--- src/rtl/twa_pkg.sv ---
// Package for the tumbling window averager: payload structs, constants,
// and the queue entry type shared by front and back. No dependencies.
`timescale 1ns / 1ps
package twa_pkg;
    localparam int MAX_WIN   = 8;
    localparam int NUM_STR   = 4;
    localparam int WIN_W     = $clog2(MAX_WIN);
    localparam int STR_W     = 2;
    localparam int AVAL_W    = 3;
    localparam logic [15:0] CNT_MAX = 16'hFFFF;

    localparam logic [0:0] REG_LEN = 1'b0;
    localparam logic [0:0] REG_ACT = 1'b1;

    localparam logic KIND_AVG  = 1'b0;
    localparam logic KIND_DROP = 1'b1;

    typedef struct packed {
        logic [1:0]  stream_id;
        logic [47:0] event_time;
        logic signed [31:0] sample;
    } t_in_item;

    typedef struct packed {
        logic        kind;
        logic [1:0]  out_stream;
        logic [47:0] window_begin;
        logic [47:0] window_end;
        logic signed [31:0] average;
        logic        has_data;
        logic        last_result;
    } t_out_item;

    // Work passed from front to back: a drop report or a completion pass.
    typedef struct packed {
        logic        drop;
        logic [1:0]  sid;
        logic [47:0] t;
        logic [47:0] wm;
    } t_job;
endpackage

--- src/rtl/twa_div.sv ---
// Signed 56 by 16 bit restoring divider, one quotient bit per cycle.
// Depends on twa_pkg.
`timescale 1ns / 1ps
module twa_div
    import twa_pkg::*;
(
    input  logic               i_clk,
    input  logic               i_rst_n,
    input  logic               i_go,
    input  logic signed [55:0] i_num,
    input  logic [15:0]        i_den,
    output logic               o_done,
    output logic signed [31:0] o_quo
);
    logic [55:0] r_q, n_q;
    logic [16:0] r_rem, n_rem;
    logic [5:0]  r_cnt, n_cnt;
    logic        r_busy, n_busy, r_neg, n_neg, r_done, n_done;
    logic [15:0] r_den, n_den;
    logic [16:0] w_try;
    logic [55:0] w_qn;

    always_comb begin
        n_q = r_q; n_rem = r_rem; n_cnt = r_cnt; n_busy = r_busy;
        n_neg = r_neg; n_den = r_den; n_done = 1'b0;
        w_try = {r_rem[15:0], r_q[55]};
        if (i_go) begin
            n_q = i_num[55] ? 56'(-i_num) : i_num;
            n_neg = i_num[55];
            n_rem = '0; n_den = i_den; n_cnt = '0; n_busy = 1'b1;
        end else if (r_busy) begin
            n_q = {r_q[54:0], 1'b0};
            if (w_try >= {1'b0, r_den}) begin
                n_rem = w_try - {1'b0, r_den};
                n_q[0] = 1'b1;
            end else begin
                n_rem = w_try;
            end
            n_cnt = r_cnt + 6'd1;
            if (r_cnt == 6'd55) begin
                n_busy = 1'b0;
                n_done = 1'b1;
            end
        end
    end

    always_ff @(posedge i_clk) begin
        if (!i_rst_n) begin
            r_busy <= 1'b0; r_done <= 1'b0; r_cnt <= '0;
        end else begin
            r_busy <= n_busy; r_done <= n_done; r_cnt <= n_cnt;
        end
        r_q <= n_q; r_rem <= n_rem; r_neg <= n_neg; r_den <= n_den;
    end

    always_comb begin
        w_qn = r_neg ? 56'(-r_q) : r_q;
    end
    assign o_done = r_done;
    assign o_quo  = w_qn[31:0];
endmodule

--- src/rtl/twa_back.sv ---
// Back: two-entry job queue, completes windows in begin order, divides.
// Depends on twa_pkg and twa_div.
`timescale 1ns / 1ps
module twa_back
    import twa_pkg::*;
(
    input  logic        i_clk,
    input  logic        i_rst_n,
    input  logic        i_push,
    input  t_job        i_job,
    output logic        o_full,
    output logic        o_idle,
    input  logic [31:0] i_len,
    input  logic [AVAL_W-1:0] i_act,
    input  logic [MAX_WIN-1:0] i_valid,
    input  logic [MAX_WIN-1:0][47:0] i_begin,
    output logic        o_free,
    output logic [WIN_W-1:0] o_free_slot,
    output logic [STR_W-1:0] o_rd_str,
    output logic [WIN_W-1:0] o_rd_slot,
    input  logic signed [55:0] i_rd_sum,
    input  logic [15:0] i_rd_cnt,
    output logic        o_res_vld,
    output t_out_item   o_res
);
    typedef enum logic [4:0] {
        B_IDLE = 5'b00001, B_SCAN = 5'b00010, B_DIV = 5'b00100,
        B_EMIT = 5'b01000, B_NEXT = 5'b10000
    } t_bst;

    t_bst r_st;
    t_job r_q [2];
    logic r_wp, r_rp;
    logic [1:0] r_n;
    t_job r_cur;
    logic [WIN_W-1:0] r_slot;
    logic [STR_W-1:0] r_s;
    logic [47:0] r_b;
    logic r_go, r_vld;
    t_out_item r_out;
    logic [32:0] w_len;
    logic [AVAL_W-1:0] w_act;
    logic w_found, w_done, w_lastwin;
    logic [WIN_W-1:0] w_best;
    logic [47:0] w_bb;
    logic [48:0] w_e;
    logic signed [31:0] w_quo;
    logic w_pop;

    assign w_len = (i_len == 32'd0) ? 33'd1 : {1'b0, i_len};
    assign w_act = (i_act == '0) ? AVAL_W'(1) :
                   (i_act > AVAL_W'(NUM_STR)) ? AVAL_W'(NUM_STR) : i_act;

    // oldest window whose end is at or below the watermark
    always_comb begin
        w_found = 1'b0; w_best = '0; w_bb = '0; w_e = '0;
        for (int i = 0; i < MAX_WIN; i++) begin
            w_e = {1'b0, i_begin[i]} + {16'd0, w_len};
            if (i_valid[i] && w_e <= {1'b0, r_cur.wm} &&
                (!w_found || i_begin[i] < w_bb)) begin
                w_found = 1'b1;
                w_best = WIN_W'(i);
                w_bb = i_begin[i];
            end
        end
    end

    twa_div u_div (
        .i_clk(i_clk), .i_rst_n(i_rst_n), .i_go(r_go),
        .i_num(i_rd_sum), .i_den(i_rd_cnt), .o_done(w_done), .o_quo(w_quo)
    );

    assign w_pop = (r_st == B_IDLE) && (r_n != 2'd0);
    assign w_lastwin = (3'({1'b0, r_s}) + 3'd1 == w_act);

    always_ff @(posedge i_clk) begin
        if (!i_rst_n) begin
            r_st <= B_IDLE; r_wp <= 1'b0; r_rp <= 1'b0; r_n <= '0;
            r_go <= 1'b0; r_vld <= 1'b0;
        end else begin
            r_go <= 1'b0;
            r_vld <= 1'b0;
            if (i_push) begin
                r_q[r_wp] <= i_job;
                r_wp <= ~r_wp;
            end
            if (w_pop) r_rp <= ~r_rp;
            r_n <= r_n + (i_push ? 2'd1 : 2'd0) - (w_pop ? 2'd1 : 2'd0);
            case (r_st)
                B_IDLE: if (w_pop) begin
                    r_cur <= r_q[r_rp];
                    if (r_q[r_rp].drop) begin
                        r_vld <= 1'b1;
                        r_out <= '{KIND_DROP, r_q[r_rp].sid, r_q[r_rp].t, 48'd0,
                                   32'sd0, 1'b0, 1'b1};
                    end else begin
                        r_st <= B_SCAN;
                    end
                end
                B_SCAN: begin
                    if (w_found) begin
                        r_slot <= w_best; r_b <= w_bb; r_s <= '0;
                        r_st <= B_DIV; r_go <= 1'b1;
                    end else begin
                        r_st <= B_IDLE;
                    end
                end
                B_DIV: if (w_done) r_st <= B_EMIT;
                B_EMIT: begin
                    r_vld <= 1'b1;
                    r_out <= '{KIND_AVG, r_s, r_b, 48'(r_b + 48'(w_len)),
                               (i_rd_cnt == 16'd0) ? 32'sd0 : w_quo,
                               (i_rd_cnt != 16'd0), 1'b0};
                    r_st <= B_NEXT;
                end
                B_NEXT: begin
                    if (!w_lastwin) begin
                        r_s <= r_s + STR_W'(1);
                        r_go <= 1'b1;
                        r_st <= B_DIV;
                    end else begin
                        r_st <= B_SCAN;
                    end
                end
                default: r_st <= B_IDLE;
            endcase
        end
    end

    // free the window after its last stream; last flag known once scan misses
    assign o_free      = (r_st == B_NEXT) && w_lastwin;
    assign o_free_slot = r_slot;
    assign o_rd_slot   = r_slot;
    assign o_rd_str    = r_s;
    assign o_full      = (r_n == 2'd2);
    assign o_idle      = (r_st == B_IDLE) && (r_n == 2'd0);

    // hold one average so last_result can be set when the scan ends;
    // a drop report goes straight out and is never held
    t_out_item r_hold;
    logic      r_hvld;
    logic      w_end;
    assign w_end = (r_st == B_SCAN) && !w_found;
    always_ff @(posedge i_clk) begin
        if (!i_rst_n) r_hvld <= 1'b0;
        else if (r_vld && !r_out.last_result) r_hvld <= 1'b1;
        else if (w_end) r_hvld <= 1'b0;
        if (r_vld) r_hold <= r_out;
    end
    assign o_res_vld = (r_vld && r_hvld && !r_hold.last_result) ||
                       (w_end && r_hvld) ||
                       (r_vld && r_out.last_result && !r_hvld);
    always_comb begin
        o_res = r_hold;
        if (w_end) o_res.last_result = 1'b1;
        if (r_vld && r_out.last_result && !r_hvld) o_res = r_out;
    end
endmodule

--- config.mk ---
export PLATFORM = sky130hd
export DESIGN_NAME = twa_back
export DESIGN_NICKNAME = d
export VERILOG_FILES = /design/src/rtl/twa_pkg.sv /design/src/rtl/twa_div.sv /design/src/rtl/twa_back.sv
export SDC_FILE = /design/constraint.sdc
export NUM_CORES = 2
export LEC_CHECK = 0
export BUFFER_PORTS_ARGS = -buffer_cell sky130_fd_sc_hd__buf_2
export CAP_MARGIN = 15
export CELL_PAD_IN_SITES_DETAIL_PLACEMENT = 0
export CELL_PAD_IN_SITES_GLOBAL_PLACEMENT = 1
export CORE_MARGIN = 2
export CORE_UTILIZATION = 42
export CTS_CLUSTER_SIZE = 14
export DETAILED_ROUTE_END_ITERATION = 16
export PLACE_DENSITY = 0.74
export SLEW_MARGIN = 20
export SYNTH_ARGS = -nofsm -noshare
export SYNTH_HDL_FRONTEND = slang
export SYNTH_SLANG_ARGS = --single-unit
--- constraint.sdc ---
create_clock -name i_clk -period 28.9 [get_ports i_clk]
set_input_delay 4.335 -clock i_clk [delete_from_list [all_inputs] [get_ports i_clk]]
set_output_delay 4.335 -clock i_clk [all_outputs]
set_load 0.1 [all_outputs]
### Word-level counts from Yosys, hierarchy flattened

Memory sizes are Yosys's and may differ from the RTL's. A register that Yosys moved wholly into a read port is not among the register bits.
Index checks and enable logic that the tools add are counted.

* muxes and demuxes: 65
* divide/modulo/power cells: 0
* $mul: 0
* reduce and logical (&&, ||, !) cells: 64
* shift-type cells: 0
* add/sub/neg operators: 17
* bitwise operators: 4
* eq/ne operators: 14
* magnitude comparators: 17

Operators with widths (number)
* two-way mux 133 bit: 3
* adder 48 x 32 -> 49 bit: 8
* less-or-equal comparator 49 x 48 -> 1 bit: 8
* two-way mux 48 bit: 8
* < comparator 48 bit: 7
* one-hot mux 133 bit (2 select lines): 1
* two-way mux 56 bit: 3
* two-way mux 32 bit: 3
* negation 56 bit: 1
* adder 48 x 32 -> 48 bit: 1
* logical NOT 32 bit: 1
* negation 32 bit: 1
* two-way mux 1 bit: 29
* logical AND 1 bit: 25
* one-hot mux 5 bit (5 select lines): 1
* two-way mux 3 bit: 6
* greater-or-equal comparator 17 x 16 -> 1 bit: 1
* logical NOT 16 bit: 1
* two-way mux 16 bit: 1
* nonzero test 16 bit: 1
* subtractor 16 bit: 1
* two-way mux 5 bit: 3
* logical NOT 1 bit: 11
* inequality test 2 bit, second input constant: 5
* 28 further kinds: 51

* output and inout port bits: 145
* bits in writable memories: 198
* ROM bits: 0
* memories kept: 1
* logic and storage cells: 216
* bits of input ports: 601
* register bits after elaboration: 476
* latch bits: 0

Memories
* r_q: words 2, width 99, rd ports 1, clocked after memory_dff 1, wr ports 1, line twa_back.sv:32 `t_job r_q [2];`

### Longest topological paths before layout

* depth after elaboration: 39
* depth in mapped cells: 153
* depth with buffers taken out: 136

### Cells and area by module

From an unflattened synthesis, not the netlist that was laid out.

* cells, all modules: 7071
* area, all modules: 65781.8 µm²

By module, submodules not included
* twa_back: area an instance 59183.0 µm², instances 1, cells each 6348, sequential area each 17166.5 µm²
* twa_div: area an instance 6598.8 µm², instances 1, cells each 723, sequential area each 2672.6 µm²

### Worst setup path before layout

Ideal clock, no wire load.

* path kind: input-to-reg
* from: in i_len[6]
* to: reg r_b[10] (data pin)
* slack: -1.728 ns
* stages on the path: 146
* arrival: 30.363 ns
* data required time: 28.635 ns
* cells stage by stage: buf_2 buf_2 clkbuf_1 clkbuf_1 clkbuf_1 nor4_1 nand4_1 o21bai_1 ha_1 a221oi_1 o31ai_1 a311oi_1 o21ai_1 a41o_1 a211oi_1 nor3b_1 or2_1 a21o_1 [110 not listed] inv_1 o221ai_1 o41ai_2 inv_2 buf_4 buf_6 mux2i_2 ha_1 nand4_1 or2_2 nor3_1 a21oi_1 o211ai_1 nor3_1 a211o_1 a21oi_2 buf_2 mux2i_1

* word-level cells in the longest chain between the ends: 34
* elaborated cells between the ends (all ways): 69
* classes of those cells: add/sub: 8; order compare: 15; mux: 16; reduce/logical: 30

Ends and longest elaborated chain
* start: declaration: line twa_back.sv:13 `input logic [31:0] i_len,`
* logical NOT 32 bit: line twa_back.sv:50 `assign w_len = (i_len == 32'd0) ? 33'd1 : {1'b0, i_len};`
* two-way mux 32 bit (*): line twa_back.sv:50
* adder 48 x 32 -> 49 bit: line twa_back.sv:58 `w_e = {1'b0, i_begin[i]} + {16'd0, w_len};`
* less-or-equal comparator 49 x 48 -> 1 bit: line twa_back.sv:59 `if (i_valid[i] && w_e <= {1'b0, r_cur.wm} &&`
* logical AND 1 bit: line twa_back.sv:59
* two-way mux 48 bit or two-way mux 1 bit (tied branches): line twa_back.sv:59
* < comparator 48 bit or logical NOT 1 bit (tied branches): line twa_back.sv:60 `(!w_found || i_begin[i] < w_bb)) begin`
* logical OR 1 bit: line twa_back.sv:60
* [19 not listed]
* logical OR 1 bit: line twa_back.sv:60
* logical AND 1 bit: line twa_back.sv:59
* two-way mux 48 bit or two-way mux 1 bit (tied branches): line twa_back.sv:59
* < comparator 48 bit or logical NOT 1 bit (tied branches): line twa_back.sv:60
* logical OR 1 bit: line twa_back.sv:60
* logical AND 1 bit: line twa_back.sv:59
* two-way mux 48 bit (*): line twa_back.sv:59
* net w_bb[10]: line twa_back.sv:45 `logic [47:0] w_bb;`
* end signal: assignment: line twa_back.sv:102 `r_slot <= w_best; r_b <= w_bb; r_s <= '0;`
* end: declaration: line twa_back.sv:38 `logic [47:0] r_b;`

Mark *: on every way through the listed nets, which the timed path passes. The rest lies on a longest branch.
A chain may end at the register's enable or synchronous reset.

### Final worst setup path

* from: in i_len[25]
* to: reg r_b[26] (data pin)

The elaborated chain is that of the path after synthesis.

==> impl_summary.log <==
[metrics] status: finished clean
[metrics] number of cell instances on the worst register-to-register path: 127
[metrics] number of I/O port buffers: ~750
[metrics] count of yosys warnings during synthesis: 0
[metrics] count of hold buffers inserted by post-cts repair: 0
[metrics] Layout fillers: 14.1k
[metrics] die area: approximately 160000 µm²
[metrics] Post-DP HPWL: 211 mm
[metrics] combined flip-flop and latch cell area: 19900 µm²
[metrics] end of the critical path: r_b[26]
[metrics] first element of the critical path: i_len[25]
[metrics] worst slack at placement: -3.19 ns
[metrics] worst slew pin tran: 1.26 ns
[metrics] final critical-path setup slack: 0.169 ns
[metrics] post-detailed-route DRC marker count: 0
[metrics] cell count after synthesis: 6762
[metrics] Post-Route WL: 255 mm
[metrics] worst slew slack as a fraction of its limit: 14.7%
[metrics] share of post-route cells with drive strength above 1: between 20 and 30%
[metrics] most frequent cell on the critical path: sky130_fd_sc_hd__a21o_1
[metrics] largest net degree at the start of global routing: 131
[metrics] count of vias placed by the detailed router: 58.6k
[metrics] Seq/Total Area, Yosys: 31.1%
[metrics] FF-to-FF End: r_b[26]
[metrics] type of origin of the critical path: input pin
[metrics] data arrival at the endpoint of the critical path: just under 30 ns
[metrics] clock buffer count from CTS: 74
[metrics] compound-gate portion of the synthesized area: about 16%
[metrics] ANT nets after route: 0
[metrics] Setup-failing EPs final: 0
[metrics] reg-to-reg critical path startpoint: r_cur[3]
[metrics] synthesized flop and latch total: 673
[metrics] detail-routed net length per standard cell: 24.4 µm
[metrics] reg-to-reg slack, setup: 6.99 ns
[metrics] Slowest cell on crit path: sky130_fd_sc_hd__or4_4
[metrics] Avg Cell Area, Syn: between 9 and 10 µm²
[metrics] detailed-route vias per instance: 5.63
[metrics] Clk pin slew, worst setup/hold paths: 0.06 ns
[metrics] number of flops mapped to enable cells by yosys: 636
[metrics] Hold Vio Cnt, Final: 0
[metrics] overall routing resource usage: between 30% and 40%
[metrics] power density over the cells: 72.5 nW/µm²
[metrics] area occupied by multi-input gates: 43600 µm²
[metrics] row count: 143
[metrics] Synth Area in Adders: 19.7%
[metrics] aggregate global routing overflow: 0
[metrics] Clock Tree Root: sky130_fd_sc_hd__clkbuf_16
[metrics] Synth top area share: 29.9%
[metrics] core region area: approximately 150000 µm²
[metrics] largest fanout of any net on the critical path: 9
[metrics] via count of the first global-routing pass: 56.5k
[metrics] clock tree from TritonCTS: done
[metrics] first-pass GRT wire length: 362 mm
[metrics] kind of critical path: in -> reg
[metrics] number of clock sinks seen by CTS: between 600 and 700
[metrics] setup repair after global routing missed its margin: yes
[metrics] largest voltage drop on the vdd net: between 0.00005 and 0.00006 V
[metrics] global placer's final weighted congestion: 0.964
[metrics] worst endpoint required time: 29.32 ns
[metrics] H-tree Lvls: 3
[metrics] latest clock arrival within the worst-skew pair: 0.72 ns
[metrics] Tmin final: 28.73 ns
[metrics] basic-gate share of the synthesized area counting and, or, nand and nor cells: 14.3%
[metrics] top cells by area, synth: sky130_fd_sc_hd__edfxtp_1 30%, sky130_fd_sc_hd__ha_1 19%, sky130_fd_sc_hd__xnor2_1 4.5%
[metrics] post-route clock period utilization: just under 100%
[metrics] library cell occupying the most area in the post-synthesis netlist: sky130_fd_sc_hd__edfxtp_1
[metrics] skew final: 0.0529 ns
[metrics] number of different library cells in the post-synthesis netlist: approximately 110
[metrics] cell with the most instances after synthesis: sky130_fd_sc_hd__ha_1
[metrics] Critical Path End Type: register
[metrics] final-stage net count: 9839
[metrics] number of DRC violations after detailed-routing iteration 0: 3907
[metrics] chip width: just under 400 µm
[metrics] Ports: between 700 and 800
[metrics] number of slew-limit violations in the final report: 0
[metrics] FMAX: 34.8 MHz
[metrics] parity-gate share of the synthesized area counting xor and xnor cells: about 7%
[metrics] Post-synth top cells: 978 x sky130_fd_sc_hd__ha_1, 636 x sky130_fd_sc_hd__edfxtp_1, 521 x sky130_fd_sc_hd__nor2_1, 510 x sky130_fd_sc_hd__a21oi_1, 440 x sky130_fd_sc_hd__inv_1
[metrics] Max stage delay on crit path: 0.43 ns
[metrics] cell area after synthesis: 63900 µm²
[metrics] dominant combinational cell family by area after synthesis: adder cells
[metrics] maxcap violations: 0
[metrics] share of cell area taken by muxes after synthesis: around 7.7%
[metrics] net count after synthesis: 8351
[metrics] type of the most critical hold path: reg -> reg
[metrics] fraction of registers with async set/reset: 0%
[metrics] static leakage: 36.2 nW
[metrics] clk buf depth: 3
[metrics] number of search-and-repair iterations in the first detailed-routing pass: 6
[metrics] Final Core Density: 53.7%
[metrics] dominant register cell in the synthesized netlist: sky130_fd_sc_hd__edfxtp_1
[metrics] Die H: 394 µm
[metrics] signed area change from the synthesized netlist to the final layout: 27.3%
[metrics] smallest hold slack: 0.431 ns
[metrics] starting density of the core: 42.1%
[metrics] initial antenna violation count: 152
## how the worst min path moves through the flow
stage	startpoint	to	slack [ns]	depth (start not counted)
6_report	r_out[61]	r_hold[61]	0.43	0
5_1_grt	r_out[30]	r_hold[30]	0.45	0
4_1_cts	r_out[30]	r_hold[30]	0.43	0
3_5_place_dp	r_out[26]	r_hold[26]	0.43	0
3_3_place_gp	r_out[30]	r_hold[30]	0.43	0
2_1_floorplan	u_div.r_rem[15]	u_div.r_rem[15]	0.42	2
## cells in the final DEF, fill, tap and decap left out, types with 55 or more instances in the layout
cell | netlist | routed
sky130_fd_sc_hd__nand2b_1 | 82 | 81
sky130_fd_sc_hd__o21ai_0 | 357 | 304
sky130_fd_sc_hd__nand3_1 | 126 | 122
sky130_fd_sc_hd__diode_2 | 0 | 73
sky130_fd_sc_hd__a21oi_2 | 2 | 61
sky130_fd_sc_hd__clkbuf_16 | 0 | 84
sky130_fd_sc_hd__nor2_1 | 521 | 502
sky130_fd_sc_hd__ha_4 | 0 | 55
sky130_fd_sc_hd__nand4_1 | 197 | 197
sky130_fd_sc_hd__buf_4 | 5 | 786
sky130_fd_sc_hd__xor2_1 | 198 | 198
sky130_fd_sc_hd__mux2i_1 | 148 | 143
sky130_fd_sc_hd__o21a_1 | 67 | 67
sky130_fd_sc_hd__ha_1 | 978 | 917
sky130_fd_sc_hd__and3_1 | 79 | 74
sky130_fd_sc_hd__mux2_2 | 237 | 225
sky130_fd_sc_hd__nand2_1 | 422 | 390
sky130_fd_sc_hd__buf_2 | 22 | 733
sky130_fd_sc_hd__nor3_1 | 99 | 92
sky130_fd_sc_hd__a21oi_1 | 510 | 443
sky130_fd_sc_hd__xnor2_1 | 328 | 328
sky130_fd_sc_hd__a21o_1 | 280 | 279
sky130_fd_sc_hd__inv_1 | 440 | 420
sky130_fd_sc_hd__nor2b_1 | 88 | 87
sky130_fd_sc_hd__edfxtp_1 | 636 | 636
## logic make-up after synthesis
kind of cell,Yosys count
AND/OR/NAND/NOR,1854
adder cells (fa/ha/maj),1005
AO/OA/AOI/OAI,1634
XOR/XNOR,526
buffers and inverters,631
multiplexers,439
flip-flops,673
## where the power goes
part / switching, W / leakage, nW / internal (W)
clock network: 0.000418 / 1.22 / 0.000586
logic: 0.00200 / 28.8 / 0.00161
registers: 0.0000520 / 6.13 / 0.00122
total: 0.00247 / 36.2 / 0.00342
## final cells by class
class	instances	share of cell area, %
multi-input combinational	5458	53.6
inverter	443	2.05
clock buffer	89	2.36
timing repair buffer	1600	13.5
clock inverter	44	0.749
antenna	73	0.225
tap	2030	3.12
sequential	673	24.4
## worst max-delay path, delay by kind of cell
| family | cells | cell delay, ns |
|---|---|---|
| AOI/OAI and AO/OA | 72 | 12.08 |
| xor gates and xnor gates | 1 | 0.15 |
| adders and majority gates | 9 | 2.17 |
| buffers and inverters | 30 | 4.20 |
| muxes | 4 | 0.87 |
| and+or+nand+nor | 32 | 5.29 |
## per-layer routing
metal	GRT usage [%]	wire [µm]	vias to the layer above
li1	-	-	28200
met4	14.4	12900	108
met1	38.9	104000	27800
met3	7.66	19600	584
met5	0	707	-
met2	51.3	117000	1927
## registers in the layout (all words and copies together) (netlist names), named ones only
| register | flops |
|---|---|
| r_n | 2 |
| r_wp | 1 |
| u_div.r_cnt | 6 |
| r_out | 132 |
| o_rd_str | 2 |
| r_go | 1 |
| r_hold | 132 |
| u_div.r_den | 16 |
| r_b | 48 |
| r_cur | 48 |
| u_div.r_busy | 1 |
| r_q | 198 |
| r_hvld | 1 |
| r_rp | 1 |
| u_div.o_done | 1 |
| u_div.r_neg | 1 |
| o_free_slot | 3 |
| r_vld | 1 |
| u_div.r_q | 56 |
| r_st | 5 |
| u_div.r_rem | 16 |
## per-stage QoR
step / power (W) / TNS (ns) / cell area (µm²) / instances
floorplan: 0.00331 / 0 / 64000 / 6762
global placement: 0.00449 / -127.59 / 75000 / 10100
detailed placement: 0.00454 / -160.30 / 75000 / 10100
CTS: 0.00571 / -0.599 / 79100 / 10300
global route: 0.00626 / -31.89 / 81200 / 10400
finish: 0.00589 / 0 / 81300 / 10400
## what timing repair did
action	in CTS	in global routing
setup buffers	73	54
cloned	8	10
setup endpoints to repair	51	51
pin swaps	74	165
gates resized for setup	183	303
(Power assumes the default switching activity.)
